### config.mk
export PLATFORM = sky130hd
export DESIGN_NAME = ccal_alu
export DESIGN_NICKNAME = d
export VERILOG_FILES = /design/src/rtl/ccal_pkg.sv /design/src/rtl/ccal_alu.sv
export SDC_FILE = /design/constraint.sdc
export NUM_CORES = 1
export LEC_CHECK = 0
export ABC_AREA = 1
export CORE_MARGIN = 2
export CORE_UTILIZATION = 40
export DETAILED_ROUTE_END_ITERATION = 8
export DONT_BUFFER_PORTS = 1
export GPL_ROUTABILITY_DRIVEN = 0
export PLACE_DENSITY = 0.59
export SYNTH_ARGS = -nofsm -noshare
export SYNTH_HDL_FRONTEND = slang
export SYNTH_SLANG_ARGS = --single-unit
### constraint.sdc
create_clock -name vclk -period 3.9
set_clock_uncertainty 0.2 [all_clocks]
set_input_delay 0.585 -clock vclk [all_inputs]
set_output_delay 0.585 -clock vclk [all_outputs]
set_load 0.02 [all_outputs]
### src/rtl/ccal_pkg.sv
// Shared types, codes and constants of the chunk chain allocator.
package ccal_pkg;

	localparam int unsigned MAX_CHUNKS_DEF = 2048;

	localparam int CHUNK_W   = 16;
	localparam int COUNT_W   = 12;
	localparam int SECT_W    = 5;
	localparam int BYTE_W    = 26;
	localparam int STAT_W    = 2;
	localparam int USED_W    = 12;
	localparam int CFG_IDX_W = 2;

	localparam int CHUNK_SHIFT  = 10;
	localparam int SECTOR_SHIFT = 9;

	localparam logic [STAT_W-1:0] ST_OK   = 2'd0;
	localparam logic [STAT_W-1:0] ST_FULL = 2'd1;
	localparam logic [STAT_W-1:0] ST_BAD  = 2'd2;

	localparam logic OP_ALLOC = 1'b0;
	localparam logic OP_NEXT  = 1'b1;

	localparam logic [CFG_IDX_W-1:0] REG_CHUNK_COUNT   = 2'd0;
	localparam logic [CFG_IDX_W-1:0] REG_TABLE_SECTORS = 2'd1;
	localparam logic [CFG_IDX_W-1:0] REG_TOTAL_BYTES   = 2'd2;

	localparam logic [COUNT_W-1:0] CHUNK_COUNT_RST   = 12'd1276;
	localparam logic [SECT_W-1:0]  TABLE_SECTORS_RST = 5'd6;
	localparam logic [BYTE_W-1:0]  TOTAL_BYTES_RST   = 26'd1306624;

	localparam logic [CHUNK_W-1:0] END_MARK = 16'hFFFF;
	localparam logic [CHUNK_W-1:0] BAD_MARK = 16'hFFFE;
	localparam logic [USED_W-1:0]  USED_MAX = '1;

	typedef struct packed {
		logic               op;
		logic [CHUNK_W-1:0] chunk_in;
	} cmd_t;

	typedef struct packed {
		logic [STAT_W-1:0]  status;
		logic [CHUNK_W-1:0] chunk_out;
		logic [BYTE_W-1:0]  byte_offset;
		logic [BYTE_W-1:0]  free_bytes;
	} result_t;

	typedef enum logic [2:0] {
		S_CLEAR,
		S_IDLE,
		S_SCAN,
		S_LINK,
		S_MARK,
		S_NREAD,
		S_OFS,
		S_FREE
	} state_t;

	typedef struct packed {
		logic [BYTE_W-1:0] a;
		logic [BYTE_W-1:0] b;
		logic              sub;
	} alu_req_t;

	typedef struct packed {
		logic [BYTE_W-1:0] y;
		logic              borrow;
	} alu_rsp_t;

endpackage

### src/rtl/ccal_alu.sv
// Shared add/subtract unit for byte offsets and free space.
module ccal_alu
	import ccal_pkg::*;
(
	input  alu_req_t req,
	output alu_rsp_t rsp
);

	logic [BYTE_W:0] sum;

	always_comb begin
		if (req.sub) begin
			sum = {1'b0, req.a} - {1'b0, req.b};
		end else begin
			sum = {1'b0, req.a} + {1'b0, req.b};
		end
		rsp.y      = sum[BYTE_W-1:0];
		rsp.borrow = req.sub & sum[BYTE_W];
	end

endmodule

## After elaboration in Yosys (flattened, before gate mapping)

Index checks and enable logic that the tools add are counted.
Widths: inputs -> output; s select.

- Register bits after elaboration: 0
- Output and inout port bits: 27
- Bits of input ports: 53
- Word-level logic and storage cells: 4

- Multiplexer cells: 1
- Bitwise operators: 1
- $add $sub $neg: 2

Operators by type and width:

| cell | count |
|---|---|
| $add 26x26->27 | 1 |
| $mux 27 | 1 |
| $sub 26x26->27 | 1 |
| $and 1x1->1 | 1 |

## Depth between registers and ports, before layout

- Word-level depth: 3
- Depth in mapped cells: 19
- Gate-level depth less buffers: 19

## Worst setup path after synthesis

OpenSTA, ideal clock, no wires.

- Path kind: input port to output port
- From: in req[1] in the netlist's numbering
- To: out rsp[15] in the netlist's numbering
- Cell stages on the path: 15
- Path buffers: 0
- Data arrival time: 2.709 ns
- Required time: 3.115 ns
- Slack: 0.406 ns
- Path through: inv_1 > ha_1 > nand3_1 > nor2_2 > nand2_1 > nand2_1 > o21ai_1 > xnor2_1 > ha_1 > nand2_1 > inv_1 > nand2_1 > nor3_1 > a21oi_1 > xnor2_1

RTL lines:

| what | RTL line | text |
|---|---|---|
| start: declaration | ccal_alu.sv:5 | `input alu_req_t req,` |
| end: declaration | ccal_alu.sv:6 | `output alu_rsp_t rsp` |

==> results.md <==
* Result of the run: complete, no violations
* Launching element type of the critical path: primary input
* Capturing element of the worst setup path: rsp[23]
* Post-synthesis instance total at 547
* Die width at 86.56 µm
* Via count of the first global-routing pass at between 2,000 and 3,000
* Final Hold Fails at 0
* Source of the critical timing path: req[4]
* Total die area at ~7500 µm²
* Max-cap check violation count at 0
* Starting Density at between 40% and 50%
* Arr. time, crit path at 2960 ps
* Period Utilization, post-route at around 96%
* Drt first-iter violations at roughly 130
* Post-Layout Inst Area at between 2000 and 3000 µm²
* Setup Viol. Count Final at 0
* Post-synth top area share at between 20 and 30%
* Count of nets left with antenna violations after detail routing at 0
* Via/cell ratio at around 5
* # fillers at around 780
* Total count of max-transition violations in the final report at 0
* Number of distinct library cell variants in the gate-level netlist after synthesis at 27
* Sort of element at the end of the critical path: output port
* Power density over cell area at about 220 nW/µm²
* Detailed Place HPWL at about 7.3 mm
* Post-detailed-route wirelength per cell at between 10 and 15 µm
* Overall overflow remaining after global route at 0
* Count of clock buffers in the final design at 0
* Maximum number of pins on one net before global-route repair at 19
* Cell taking the most area after synthesis: sky130_fd_sc_hd__nand2_1
* First drt pass iteration count at 4
* Die Y at roughly 87 µm
* Count of yosys warnings during synthesis at 0
* Layout overhead on the synthesized area at 8.031%
* I/O pin count at 80
* Share of final-layout standard cells stronger than drive strength 1 at under 10%
* Max-Slew Margin vs Limit at 66.61%
* Port buffer count at 0
* Most frequent standard cell in the layout excluding fill and tap cells: sky130_fd_sc_hd__nand2_1
* Remaining DRCs at 0
* Worst ir drop on vdd at approximately 0.068 mV
* Overall Global Routing Usage at 20.75%
* Critical path data required time at 3120 ps
* Cell area after synthesis at 2726 µm²
* Diode insertion count for antenna repair at 0
* Flip-flop and latch area at 0 µm²
* Worst Max-Slew Pin Slew at between 400 and 500 ps
* Via count at roughly 3,200
* Post-layout nets at between 600 and 700
* Leak at ~1.7 nW
* Total wirelength of the detailed-routed design at around 8.2 mm
* Row count at 30
* Synth area leaders: sky130_fd_sc_hd__nand2_1 (28%), sky130_fd_sc_hd__inv_1 (13%), sky130_fd_sc_hd__ha_1 (12%), sky130_fd_sc_hd__nor2_1 (8.4%), sky130_fd_sc_hd__xor2_1 (8.0%)
* Post-detailed-placement cell area at approximately 2900 µm²
* Count of sequential standard cells at 0
* Maximum net fanout on the critical path at 5
* Maximum clock frequency at 0.2667 GHz
* Type of the tightest min-delay check: primary input to output port
* Antenna violations before repair at 0
* Global-route wire length before repair at between 10 and 15 mm
* Core Region at ~6700 µm²
* Final critical delay including setup and external delays at around 3700 ps
* Mean instance size in the synthesized netlist at between 4 and 5 µm²
* Total area of multi-input combinational cells at 2372 µm²
* Share of the yosys chip area belonging to registers at 0%
* Net Count, Synth at roughly 630
* Power, Total at 0.0006443 W
* Category of the most critical setup path: primary input to output port
* Most frequent cells in the layout: sky130_fd_sc_hd__nand2_1 (201), sky130_fd_sc_hd__inv_1 (97), sky130_fd_sc_hd__nor2_1 (61), sky130_fd_sc_hd__nand3_1 (39), sky130_fd_sc_hd__ha_1 (26)
## where the power goes
part,internal [W],switching (W),leakage [nW]
clock,0,0,0
combinational,0.000210,0.000434,1.67
sequential,0,0,0
total,0.000210,0.000434,1.67
## worst min path at each step
| stage | start | to | slack [ps] | depth (start not counted) |
|---|---|---|---|---|
| 6_report | req[1] | rsp[1] | 1170 | 2 |
| 5_1_grt | req[1] | rsp[1] | 1170 | 2 |
| 4_1_cts | req[1] | rsp[1] | 1170 | 2 |
| 3_5_place_dp | req[1] | rsp[1] | 1170 | 2 |
| 3_3_place_gp | req[1] | rsp[1] | 1170 | 2 |
| 2_1_floorplan | req[1] | rsp[1] | 1160 | 2 |
## area by class of cell
cell class	instances	share of cell area (%)
Multi-Input combinational cell	442	80.54
Inverter	101	13.00
Tap cell	80	3.398
Timing Repair Buffer	12	3.059
## repair_timing
item	4_1_cts	5_1_grt
endpoints found under the hold margin	0	0
gates resized for setup	0	11
hold buffers	0	0
setup endpoints to repair	0	16
buffers inserted	0	1
## critical path, stage by stage
cell and delay (ps):
sky130_fd_sc_hd__nor2_1 160, sky130_fd_sc_hd__nand2_1 150, sky130_fd_sc_hd__nand2_1 110, sky130_fd_sc_hd__nand2_2 100, sky130_fd_sc_hd__a21oi_4 210, sky130_fd_sc_hd__o21ai_2 90, sky130_fd_sc_hd__xor2_1 160, sky130_fd_sc_hd__ha_1 400
sky130_fd_sc_hd__nand2_1 110, sky130_fd_sc_hd__inv_1 100, sky130_fd_sc_hd__nand2_1 100, sky130_fd_sc_hd__nor3_2 190, sky130_fd_sc_hd__nand3_1 160, sky130_fd_sc_hd__nand3_1 100, sky130_fd_sc_hd__nand2_1 50, sky130_fd_sc_hd__nand2_1 180
## metal layers
layer | vias up | track usage [%] | part of all wire (%)
met3 | 6 | 2.667 | 5.6
met2 | 75 | 36.85 | 47
met1 | 1386 | 27.36 | 46
met5 | - | 0 | 0
li1 | 1693 | - | -
met4 | 0 | 2.841 | 1.0
## cells in the mapped netlist, types with 2 or more instances
library cell,instances
sky130_fd_sc_hd__nand2_1,203
sky130_fd_sc_hd__inv_1,98
sky130_fd_sc_hd__nor2_1,61
sky130_fd_sc_hd__nand3_1,41
sky130_fd_sc_hd__ha_1,27
sky130_fd_sc_hd__xor2_1,25
sky130_fd_sc_hd__a21oi_1,18
sky130_fd_sc_hd__xnor2_1,11
sky130_fd_sc_hd__o21ai_0,10
sky130_fd_sc_hd__nand4_1,9
sky130_fd_sc_hd__nand2_2,8
sky130_fd_sc_hd__nor2_2,7
sky130_fd_sc_hd__nor3_1,4
sky130_fd_sc_hd__and2_1,3
sky130_fd_sc_hd__inv_2,3
sky130_fd_sc_hd__nand3_2,3
sky130_fd_sc_hd__o21bai_1,3
sky130_fd_sc_hd__buf_2,2
sky130_fd_sc_hd__nor2_4,2
sky130_fd_sc_hd__o21ai_2,2
## kinds of logic after synthesis
kind of cell	synth area share, %
AO/OA/AOI/OAI	7.389
XOR/XNOR	11.56
AND/OR/NAND/NOR	53.24
adder cells (fa/ha/maj)	13.13
buffers and inverters	14.69
## metrics by stage
stage	worst slack, ps	TNS (ps)	hold WS (ps)	util [%]	std cells
2_1_floorplan	406.3	0	1161	-	547
3_3_place_gp	80.49	0	1167	43.22	634
3_5_place_dp	54.69	0	1167	43.22	634
4_1_cts	41.09	0	1167	43.22	634
5_1_grt	-11.71	-11.71	1173	44.08	635
6_report	150.1	0	1167	44.08	635
(Power assumes the default switching activity.)
